$ cat src/rtl/fsf_pkg.sv
// shared types, constants, microcode store and character tables of the formatter
`timescale 1ns / 1ps
package fsf_pkg;

  localparam int ARG_WIDTH_DEF = 32;
  localparam int WORD_W        = 32;
  localparam int CHAR_W        = 8;
  localparam int COUNT_W       = 31;
  localparam int S_TDATA_W     = 48;
  localparam int M_TDATA_W     = 40;
  localparam int NULL_LEN      = 6;

  localparam logic [COUNT_W-1:0] COUNT_MAX = '1;

  localparam logic [CHAR_W-1:0] CH_PERCENT = 8'h25;
  localparam logic [CHAR_W-1:0] CH_D       = 8'h64;
  localparam logic [CHAR_W-1:0] CH_S       = 8'h73;
  localparam logic [CHAR_W-1:0] CH_X       = 8'h78;
  localparam logic [CHAR_W-1:0] CH_MINUS   = 8'h2d;

  typedef enum logic [1:0] {
    KIND_FMT,
    KIND_NUM,
    KIND_SBYTE,
    KIND_SEND
  } kind_t;

  // microcode steps
  typedef enum logic [2:0] {
    U_IDLE,
    U_CHAR,
    U_NEG,
    U_DAB,
    U_DIG,
    U_NULL
  } step_t;

  typedef enum logic [2:0] {
    EM_NONE,
    EM_CHAR,
    EM_MINUS,
    EM_DIGIT,
    EM_NULL
  } emit_t;

  typedef enum logic [1:0] {
    OP_NONE,
    OP_DABBLE,
    OP_NIBBLE
  } op_t;

  typedef enum logic [1:0] {
    J_DISPATCH,
    J_GOTO,
    J_LOOP
  } jump_t;

  typedef enum logic [1:0] {
    CS_NONE,
    CS_ARG,
    CS_DIG,
    CS_NULL
  } cnt_sel_t;

  typedef struct packed {
    logic     ready;
    emit_t    emit;
    op_t      op;
    jump_t    jump;
    step_t    target;
    cnt_sel_t cnt_sel;
  } uword_t;

  typedef struct packed {
    logic  stall;
    logic  go;
    step_t target;
  } seq_ctl_t;

  // control store
  function automatic uword_t ucode(step_t s);
    uword_t w;
    w = '{ready: 1'b0, emit: EM_NONE, op: OP_NONE, jump: J_GOTO, target: U_IDLE,
           cnt_sel: CS_NONE};
    case (s)
      U_IDLE: begin
        w.ready = 1'b1;
        w.jump  = J_DISPATCH;
      end
      U_CHAR: begin
        w.emit = EM_CHAR;
      end
      U_NEG: begin
        w.emit   = EM_MINUS;
        w.target = U_DAB;
      end
      U_DAB: begin
        w.op      = OP_DABBLE;
        w.jump    = J_LOOP;
        w.target  = U_DIG;
        w.cnt_sel = CS_ARG;
      end
      U_DIG: begin
        w.emit    = EM_DIGIT;
        w.op      = OP_NIBBLE;
        w.jump    = J_LOOP;
        w.cnt_sel = CS_DIG;
      end
      U_NULL: begin
        w.emit    = EM_NULL;
        w.jump    = J_LOOP;
        w.cnt_sel = CS_NULL;
      end
      default: begin
        w.jump = J_GOTO;
      end
    endcase
    return w;
  endfunction

  // decimal digits of the largest unsigned value of width w
  function automatic int dec_digits(int w);
    return ((w * 1233) >> 12) + 1;
  endfunction

  function automatic logic [CHAR_W-1:0] hex_char(logic [3:0] n);
    logic [CHAR_W-1:0] c;
    if (n < 4'd10) begin
      c = {4'h3, n};
    end else begin
      c = 8'h57 + {4'h0, n};
    end
    return c;
  endfunction

  function automatic logic [CHAR_W-1:0] null_char(logic [2:0] idx);
    logic [CHAR_W-1:0] c;
    case (idx)
      3'd0:    c = 8'h28;
      3'd1:    c = 8'h6e;
      3'd2:    c = 8'h75;
      3'd3:    c = 8'h6c;
      3'd4:    c = 8'h6c;
      3'd5:    c = 8'h29;
      default: c = 8'h29;
    endcase
    return c;
  endfunction

endpackage

$ cat src/rtl/fsf_useq.sv
// microcode sequencer: step counter, loop counter and jump logic
`timescale 1ns / 1ps
module fsf_useq #(
  parameter int ARG_WIDTH = fsf_pkg::ARG_WIDTH_DEF,
  parameter int CNT_W     = $clog2(ARG_WIDTH)
) (
  input  logic               clk,
  input  logic               rst,
  input  fsf_pkg::seq_ctl_t  ctl,
  output fsf_pkg::uword_t    uword,
  output logic [CNT_W-1:0]   cnt
);
  import fsf_pkg::*;

  localparam int DEC_N = dec_digits(ARG_WIDTH);

  step_t            upc;
  step_t            upc_next;
  logic [CNT_W-1:0] cnt_next;
  uword_t           next_word;

  assign uword = ucode(upc);

  always_comb begin
    upc_next = upc;
    cnt_next = cnt;
    if (!ctl.stall) begin
      case (uword.jump)
        J_DISPATCH: begin
          if (ctl.go) begin
            upc_next = ctl.target;
          end
        end
        J_GOTO: begin
          upc_next = uword.target;
        end
        J_LOOP: begin
          if (cnt != '0) begin
            cnt_next = cnt - 1'b1;
          end else begin
            upc_next = uword.target;
          end
        end
        default: begin
          upc_next = U_IDLE;
        end
      endcase
    end
    next_word = ucode(upc_next);
    // loop count is set on entry to a step
    if (upc_next != upc) begin
      case (next_word.cnt_sel)
        CS_ARG:  cnt_next = CNT_W'(ARG_WIDTH - 1);
        CS_DIG:  cnt_next = CNT_W'(DEC_N - 1);
        CS_NULL: cnt_next = CNT_W'(NULL_LEN - 1);
        default: cnt_next = '0;
      endcase
    end
  end

  always_ff @(posedge clk) begin
    if (rst) begin
      upc <= U_IDLE;
      cnt <= '0;
    end else begin
      upc <= upc_next;
      cnt <= cnt_next;
    end
  end

endmodule

$ cat src/rtl/format_string_formatter.sv
// top level of the mini printf formatter: decode, conversion datapath, output register
`timescale 1ns / 1ps
// Takes format bytes and argument items and streams out one character per output item,
// each tagged with the saturating running count and a last flag on the final character
// an input item causes. A plain byte, an escaped byte or a string argument byte is
// accepted, then emitted; a null string end emits the six characters of (null). %x scans
// one digit position per cycle while the output is not stalled, over the decimal digit
// count of ARG_WIDTH (ten at the default width). %d emits a minus sign first for a
// negative argument, runs a shift-and-add-3 binary to decimal conversion, one argument
// bit per cycle, then the same digit scan. A stalled output holds the sequencer in
// place. Items of a kind the current state does not take are accepted and dropped.
module format_string_formatter #(
  parameter int ARG_WIDTH = fsf_pkg::ARG_WIDTH_DEF
) (
  input  logic                            clk,
  input  logic                            rst,
  input  logic                            s_tvalid,
  output logic                            s_tready,
  input  logic [fsf_pkg::S_TDATA_W-1:0]   s_tdata,  // char_in, arg_word, null_string
  input  logic [1:0]                      s_tuser,  // kind
  output logic                            m_tvalid,
  input  logic                            m_tready,
  output logic [fsf_pkg::M_TDATA_W-1:0]   m_tdata,  // out_char, total_count
  output logic                            m_tlast
);
  import fsf_pkg::*;

  localparam int CNT_W = $clog2(ARG_WIDTH);
  localparam int DEC_N = dec_digits(ARG_WIDTH);
  localparam int BCD_W = DEC_N * 4;
  localparam int EXT_W = (ARG_WIDTH > WORD_W) ? ARG_WIDTH : WORD_W;

  typedef enum logic [1:0] {
    AW_NONE,
    AW_DEC,
    AW_HEX,
    AW_STR
  } await_t;

  logic [CHAR_W-1:0]    char_in;
  logic [WORD_W-1:0]    arg_word;
  logic                 null_string;
  kind_t                kind;
  logic [EXT_W-1:0]     word_ext;
  logic [ARG_WIDTH-1:0] arg_val;
  logic [ARG_WIDTH-1:0] arg_mag;

  uword_t           uword;
  logic [CNT_W-1:0] cnt;
  seq_ctl_t         seq_ctl;

  logic   pending;
  logic   pending_next;
  await_t awaited;
  await_t awaited_next;
  step_t  d_target;

  logic [CHAR_W-1:0]    char_hold;
  logic [BCD_W-1:0]     bcd;
  logic [ARG_WIDTH-1:0] bin;
  logic [BCD_W-1:0]     bcd_adj;
  logic                 started;

  logic [CHAR_W-1:0]  out_char;
  logic [COUNT_W-1:0] total;
  logic [COUNT_W-1:0] total_inc;

  logic              accept;
  logic              out_free;
  logic              digit_show;
  logic              emit_req;
  logic              adv;
  logic [CHAR_W-1:0] emit_char;
  logic              emit_last;
  logic [3:0]        top_nib;

  assign char_in     = s_tdata[CHAR_W-1:0];
  assign arg_word    = s_tdata[CHAR_W +: WORD_W];
  assign null_string = s_tdata[CHAR_W + WORD_W];
  assign kind        = kind_t'(s_tuser);
  assign word_ext    = EXT_W'(arg_word);
  assign arg_val     = word_ext[ARG_WIDTH-1:0];
  assign arg_mag     = arg_val[ARG_WIDTH-1] ? (~arg_val + 1'b1) : arg_val;

  fsf_useq #(
    .ARG_WIDTH (ARG_WIDTH),
    .CNT_W     (CNT_W)
  ) u_useq (
    .clk   (clk),
    .rst   (rst),
    .ctl   (seq_ctl),
    .uword (uword),
    .cnt   (cnt)
  );

  assign s_tready = uword.ready;
  assign accept   = s_tvalid && s_tready;

  // dispatch decode of one input item
  always_comb begin
    d_target     = U_IDLE;
    pending_next = pending;
    awaited_next = awaited;
    case (awaited)
      AW_NONE: begin
        if (kind == KIND_FMT) begin
          if (pending) begin
            pending_next = 1'b0;
            case (char_in)
              CH_D:    awaited_next = AW_DEC;
              CH_X:    awaited_next = AW_HEX;
              CH_S:    awaited_next = AW_STR;
              default: d_target     = U_CHAR;
            endcase
          end else if (char_in == CH_PERCENT) begin
            pending_next = 1'b1;
          end else begin
            d_target = U_CHAR;
          end
        end
      end
      AW_DEC, AW_HEX: begin
        if (kind == KIND_NUM) begin
          awaited_next = AW_NONE;
          if (awaited == AW_DEC) begin
            d_target = arg_val[ARG_WIDTH-1] ? U_NEG : U_DAB;
          end else begin
            d_target = U_DIG;
          end
        end
      end
      AW_STR: begin
        if (kind == KIND_SBYTE) begin
          d_target = U_CHAR;
        end else if (kind == KIND_SEND) begin
          awaited_next = AW_NONE;
          d_target     = null_string ? U_NULL : U_IDLE;
        end
      end
      default: begin
        awaited_next = AW_NONE;
      end
    endcase
  end

  // one shift-and-add-3 step
  always_comb begin
    bcd_adj = bcd;
    for (int i = 0; i < DEC_N; i++) begin
      if (bcd[i*4 +: 4] > 4'd4) begin
        bcd_adj[i*4 +: 4] = bcd[i*4 +: 4] + 4'd3;
      end
    end
  end

  assign top_nib    = bcd[BCD_W-1 -: 4];
  assign out_free   = !m_tvalid || m_tready;
  // leading zeros are skipped, the last position always shows
  assign digit_show = started || (top_nib != 4'd0) || (cnt == '0);

  always_comb begin
    emit_char = char_hold;
    emit_last = 1'b1;
    emit_req  = 1'b1;
    case (uword.emit)
      EM_CHAR: begin
        emit_char = char_hold;
      end
      EM_MINUS: begin
        emit_char = CH_MINUS;
        emit_last = 1'b0;
      end
      EM_DIGIT: begin
        emit_char = hex_char(top_nib);
        emit_last = (cnt == '0);
        emit_req  = digit_show;
      end
      EM_NULL: begin
        emit_char = null_char(3'(NULL_LEN - 1) - cnt[2:0]);
        emit_last = (cnt == '0);
      end
      default: begin
        emit_req = 1'b0;
      end
    endcase
  end

  assign adv       = !(emit_req && !out_free);
  assign total_inc = (total == COUNT_MAX) ? total : total + 1'b1;

  assign seq_ctl.stall  = !adv;
  assign seq_ctl.go     = s_tvalid;
  assign seq_ctl.target = d_target;

  // control state and output register
  always_ff @(posedge clk) begin
    if (rst) begin
      pending  <= 1'b0;
      awaited  <= AW_NONE;
      total    <= '0;
      m_tvalid <= 1'b0;
    end else begin
      if (accept) begin
        pending <= pending_next;
        awaited <= awaited_next;
      end
      if (emit_req && adv) begin
        m_tvalid <= 1'b1;
        total    <= total_inc;
      end else if (m_tready) begin
        m_tvalid <= 1'b0;
      end
    end
  end

  // datapath payload
  always_ff @(posedge clk) begin
    if (emit_req && adv) begin
      out_char <= emit_char;
      m_tlast  <= emit_last;
    end
    if (accept) begin
      char_hold <= char_in;
      started   <= 1'b0;
      bin       <= arg_mag;
      bcd       <= (awaited == AW_HEX) ? BCD_W'(arg_val) : '0;
    end else if (adv) begin
      case (uword.op)
        OP_DABBLE: begin
          {bcd, bin} <= {bcd_adj[BCD_W-2:0], bin, 1'b0};
          started    <= 1'b0;
        end
        OP_NIBBLE: begin
          bcd     <= {bcd[BCD_W-5:0], 4'h0};
          started <= digit_show;
        end
        default: begin
          bcd <= bcd;
        end
      endcase
    end
  end

  assign m_tdata = {1'b0, total, out_char};

endmodule

$ cat config.mk
export PLATFORM = sky130hd
export DESIGN_NAME = format_string_formatter
export DESIGN_NICKNAME = d
export VERILOG_FILES = /design/src/rtl/fsf_pkg.sv /design/src/rtl/fsf_useq.sv /design/src/rtl/format_string_formatter.sv
export SDC_FILE = /design/constraint.sdc
export NUM_CORES = 1
export LEC_CHECK = 0
export ABC_AREA = 0
export ABC_CLOCK_PERIOD_IN_PS = 12600
export BUFFER_PORTS_ARGS = -buffer_cell sky130_fd_sc_hd__buf_2
export CAP_MARGIN = 10
export CORE_MARGIN = 3
export CORE_UTILIZATION = 40
export DETAILED_ROUTE_END_ITERATION = 6
export REMOVE_ABC_BUFFERS = 1
export SKIP_CTS_REPAIR_TIMING = 1
export SYNTH_ARGS = -nofsm -noshare
export SYNTH_HDL_FRONTEND = slang
export SYNTH_HIERARCHICAL = 1
export SYNTH_SLANG_ARGS = --single-unit
$ cat constraint.sdc
create_clock -name clk -period 12.6 [get_ports clk]
set_input_delay 1.26 -clock clk [delete_from_list [all_inputs] [get_ports clk]]
set_output_delay 1.26 -clock clk [all_outputs]
set_load 0.01 [all_outputs]
==> results.toml, run 1 <==
[place]
pre_cts_ws_ns = 8.325
dp_hpwl_microns = 13570
dpl-instance-area_sq_um = 9144
gp_congestion = 0.7988
port_buffers = 88

[layout]
num_antenna_cells = 0
layout.nets = 1105
design_area_sq_um = 9806
drive_gt1_share_pct = 14.92
area_growth_pct = 15.40
final_util_pct = 47.69
fillerInstances = 2027
multiInputGateArea_sq_um = 4557
seq_area_sq_um = 3553

[timing]
worst_pin_slew_ns = 1.160
setup_ws_ns = 8.331
period_share_pct = 33.88
setup_tns_ns = 0
fin_crit_ns = 4.269
finClkSkew_ns = 0.01291
setup_violations = 0
final-hold-violation-count = 0
holdWs_ns = 0.4971
relSlewSlack_pct = 22.34
grt_setup_unrepaired = "no"
drv_slew = 0
max_freq_mhz = 234.2

[clocking]
cts_tree = "done"
cts.path.max_buffers = 2
clk_latency_ns = 0.42
clk_pin_slew_ns = 0.06
clkSinkCount = 133
h-tree-depth = 4
cts-root-buf = "clkbuf_16"
cts_made_buffers = 17

[setup_path]
required_ns = 12.90
path_class = "reg2reg"
cpMaxStageDelayCell = "and3_1"
arrival_ns = 4.57
critical_path_peak_fanout = 15
worstReg2RegStart = "u_useq/upc[1]"
slowest_delay_ns = 0.71
cp-end-kind = "register"
start_kind = "register"
startpoint = "u_useq/upc[1]"
path_cells = "nand2b_1 -> nor2_1 -> or2_2 -> and2_1 -> o211ai_4 -> and3_1 -> inv_1 -> a41o_1 -> nand2_1 -> xor2_1 -> nor2_1 -> ha_1 -> a311oi_1 -> nor2_1 -> o311a_2"
path_common_cell = "nor2_1"

[power]
ir_drop_v = 0.00008953
leakage_nw = 3.700
p_per_area_nw_per_um2 = 127.4

[global_routing]
met2_usage_pct = 27.02
grt_use_met3_pct = 3.183
grt_overflow = 0
grt_pass1_vias = 6533
grt_use_total_pct = 17.35
grt_pass1_wl_microns = 32130
antenna_found_initial = 0
busiest_layer = "met2"
use_met1_pct = 24.31
grt_start_max_net_pins = 100

[drt]
final_antenna_net_count = 0
drt-total-wl_microns = 19780
firstDrtPassIters = 5
post-route-drc-count = 0
wl_per_cell_microns = 15.20
vias_per_cell = 5.470
via_count = 7122
drtIter0Drc = 424

[floorplanning]
num_rows = 52
io-pin-count = 97
start_util_pct = 41.33
die_w_microns = 151.7
fp.dieH_microns = 151.7
die-area_sq_um = 23030
core_sq_um = 20560

[logic_synthesis]
syn_avg_cell_area_sq_um = 8.897
synthCells = 955
yosysWarnings = 6
synth_area_sq_um = 8497

[min_path]
hp-class = "reg2reg"
worstHoldStart = "started"

[job]
drv_cap = 0

[run_status]
status = "completed"
cell usage in the layout, fill, tap and decap left out, drive strengths merged, types with 34 or more instances in the layout:
cell    instances
inv            57
edfxtp         89
nor2           84
buf            94
xnor2          34
o21ai         100
dfxtp          44
nand3          34
nand2          85
a21oi          85
critical path, delay by kind of cell (launching register included):
family / cells / cell delay [ns]
AND/OR/NAND/NOR: 8 / 2.01
XOR/XNOR: 1 / 0.26
adder cells (fa/ha/maj): 1 / 0.21
buffers and inverters: 1 / 0.30
flip-flops: 1 / 0.55
AO/OA/AOI/OAI: 4 / 0.82
through the flow:
stage               total power, mW  instances
floorplan                    0.6437        906
global placement             0.6923       1270
detailed placement           0.6960       1270
CTS                           1.263       1302
global route                  1.309       1302
finish                        1.250       1302
power by group:
part	switching, mW	internal, mW
clock	0.191	0.372
combinational	0.0966	0.0670
sequential	0.0212	0.502
total	0.309	0.941
metal layers:
| metal | share of wire, % | vias up |
|---|---|---|
| met5 | 0 | - |
| met4 | 1.7 | 0 |
| met3 | 4.7 | 22 |
| met2 | 45 | 161 |
| met1 | 49 | 3344 |
| li1 | - | 3595 |
final timing paths:
path | to | slack (ns) | depth (start not counted)
worst max-delay path | u_useq/cnt[4] | 8.33 | 15
worst min-delay path | started | 0.50 | 2
worst max register to register | u_useq/cnt[4] | 8.33 | 15
worst min register to register | started | 0.50 | 2
flip-flops by register name (all words and copies together), names as in the netlist:
name / flops
awaited: 2
out_char: 8
bin: 32
u_useq/upc: 3
started: 1
u_useq/cnt: 5
bcd: 40
m_tlast: 1
total: 31
char_hold: 8
pending: 1
m_tvalid: 1
layout make-up:
class                      count  share of cell area [%]
multi-input combinational    717                   46.47
sequential                   133                   36.24
timing repair buffer          94                   4.951
clock buffer                  20                   4.453
tap                          270                   3.445
clock inverter                12                   2.297
inverter                      56                   2.144
No activity file was read; power rests on OpenSTA's default activity.
==> run 2: changes to the inputs <==
ABC_CLOCK_PERIOD_IN_PS = 4260   (was 12600)
clock period = 4.26 ns   (was 12.6 ns; I/O delays follow)
==> run 2 against run 1 <==
  * Die area unchanged
  * Worst hold slack got worse by 0.29 ns
  * Maximum frequency increased by 12%
  * Combinational power increased to 3.0 times the previous value
  * Register-to-register slack got worse by 7.9 ns
==> results.toml, run 2 (synthesis results as in run 1) <==
[run_status]
status = "completed"

[layout]
drive_gt1_share_pct = 15.51
fillerInstances = 2007
design_area_sq_um = 9925
largest_reg_flops = 40
final_cell_mix = "o21ai_0, edfxtp_1, buf_2"
num_antenna_cells = 0
largest-register = "bcd"
reg.largest.list = "bcd x40, bin x32, total x31"
layout_commonest_cell = "o21ai_0"
area_growth_pct = 16.80
layout.nets = 1111

[drt]
vias_per_cell = 5.415
routed-wl-met2_microns = 8982
final_antenna_net_count = 0
wl_met1_microns = 9756
top_layer_used = "met4"
post-route-drc-count = 0
drtIter0Drc = 378
dr_wl_met3_microns = 734
firstDrtPassIters = 5
drt-total-wl_microns = 19690
wl_per_cell_microns = 15.05
via_count = 7083

[timing]
fin_crit_ns = 3.820
finClkSkew_ns = 0.01063
final-hold-violation-count = 0
max_freq_mhz = 261.8
setup_tns_ns = 0
grt_setup_unrepaired = "no"
worst_pin_slew_ns = 0.8888
setup_ws_ns = 0.4399
drv_slew = 0
setup_violations = 0
relSlewSlack_pct = 40.75
period_share_pct = 89.67

[clocking]
clkSinkCount = 133
h-tree-depth = 4
cts.path.max_buffers = 2
clk_pin_slew_ns = 0.06
cts_made_buffers = 17
clk_latency_ns = 0.42
cts_tree = "done"
cts-root-buf = "clkbuf_16"

[floorplanning]
die_w_microns = 151.7
num_rows = 52
die-area_sq_um = 23030
core_sq_um = 20560
start_util_pct = 41.33
io-pin-count = 97
fp.dieH_microns = 151.7

[power]
leakage_nw = 3.768
combinationalPowerShare_pct = 12.8
switchingPower_uw = 920.7
ir_drop_v = 0.0002837
p_per_area_nw_per_um2 = 385.4
p_sw_share_pct = 24.07
p_int_mw = 2.904
pwr-share-clk_pct = 46.8
pwr-share-seq_pct = 40.5

[global_routing]
antenna_found_initial = 0
grt_overflow = 0
grt_use_total_pct = 17.57
grt_start_max_net_pins = 66
grt_pass1_wl_microns = 32680
grt_pass1_vias = 6605

[place]
gp_congestion = 0.8441
pre_cts_ws_ns = 0.4728
dpl-instance-area_sq_um = 9214
dp_hpwl_microns = 13860
port_buffers = 88

[setup_path]
path_common_cell = "nor2_1"
required_ns = 4.56
critical_path_peak_fanout = 13
path_buf_inv = 1
path_class = "reg2reg"
cpMaxStageDelayCell = "dfxtp_1"
cpLargestDelayFamily = "simple AND/OR/NAND/NOR gates"
cp-end-kind = "register"
slowest_delay_ns = 0.55
start_kind = "register"
arrival_ns = 4.12
path_cells = "nand2b_1 -> nor2_1 -> or2_2 -> and2_1 -> o211ai_4 -> and3_1 -> inv_1 -> a41o_1 -> nand2_1 -> xor2_1 -> nor2_1 -> ha_1 -> a311oi_1 -> nor2_1 -> o311a_2"

[job]
drv_cap = 0

[min_path]
hp-class = "in2reg"
-- run 2: path summary, 6_finish.rpt --
| check | start | end | slack, ns | cells past startpoint |
|---|---|---|---|---|
| worst max-delay path | u_useq/upc[1] | u_useq/cnt[4] | 0.44 | 15 |
| worst min-delay path | s_tdata[2] | char_hold[2] | 0.21 | 1 |
| worst max register to register | u_useq/upc[1] | u_useq/cnt[4] | 0.44 | 15 |
| worst min register to register | started | started | 0.48 | 2 |
-- run 2: worst reg2reg max path, stage by stage, from the launching register on --
cell and delay (ns):
dfxtp_1 0.55, nand2b_1 0.26, nor2_1 0.10, or2_2 0.40
and2_1 0.24, o211ai_4 0.11, and3_1 0.45, inv_1 0.21
a41o_1 0.27, nand2_1 0.12, xor2_1 0.23, nor2_1 0.07
ha_1 0.20, a311oi_1 0.24, nor2_1 0.08, o311a_2 0.15
-- run 2: layout make-up --
cell class              instances  area (sq um)  share of cell area [%]
multi-input cells             717          4557                   45.92
inverters                      56         210.2                   2.118
repair buffers                100         555.5                   5.598
well taps                     270         337.8                   3.404
flip-flops and latches        133          3553                   35.80
clock inverters                13         277.8                   2.799
clock buffers                  19         432.9                   4.362
-- run 2: stage by stage --
step / util, % / total power, mW / std cells / hold WS [ns]
2_1_floorplan: - / 1.904 / 906 / 0.4502
3_3_place_gp: 44.82 / 2.053 / 1276 / 0.4666
3_5_place_dp: 44.82 / 2.063 / 1276 / 0.4741
4_1_cts: 48.27 / 3.862 / 1308 / 0.1917
5_1_grt: 48.27 / 4.005 / 1308 / 0.1915
6_report: 48.27 / 3.824 / 1308 / 0.2107
-- run 2: metal layers --
layer	GRT usage (%)	vias up
li1	-	3616
met1	24.43	3331
met2	28.20	120
met3	3.391	16
met4	4.537	0
met5	0	-
-- run 2: power groups by stage --
stage                     registers, mW  logic, mW  clock network (mW)
after floorplan                    1.56      0.344                   0
after global placement             1.57      0.478                   0
after detailed placement           1.58      0.488                   0
after CTS                          1.55      0.492                1.82
after global routing               1.56      0.567                1.88
final                              1.55      0.488                1.79
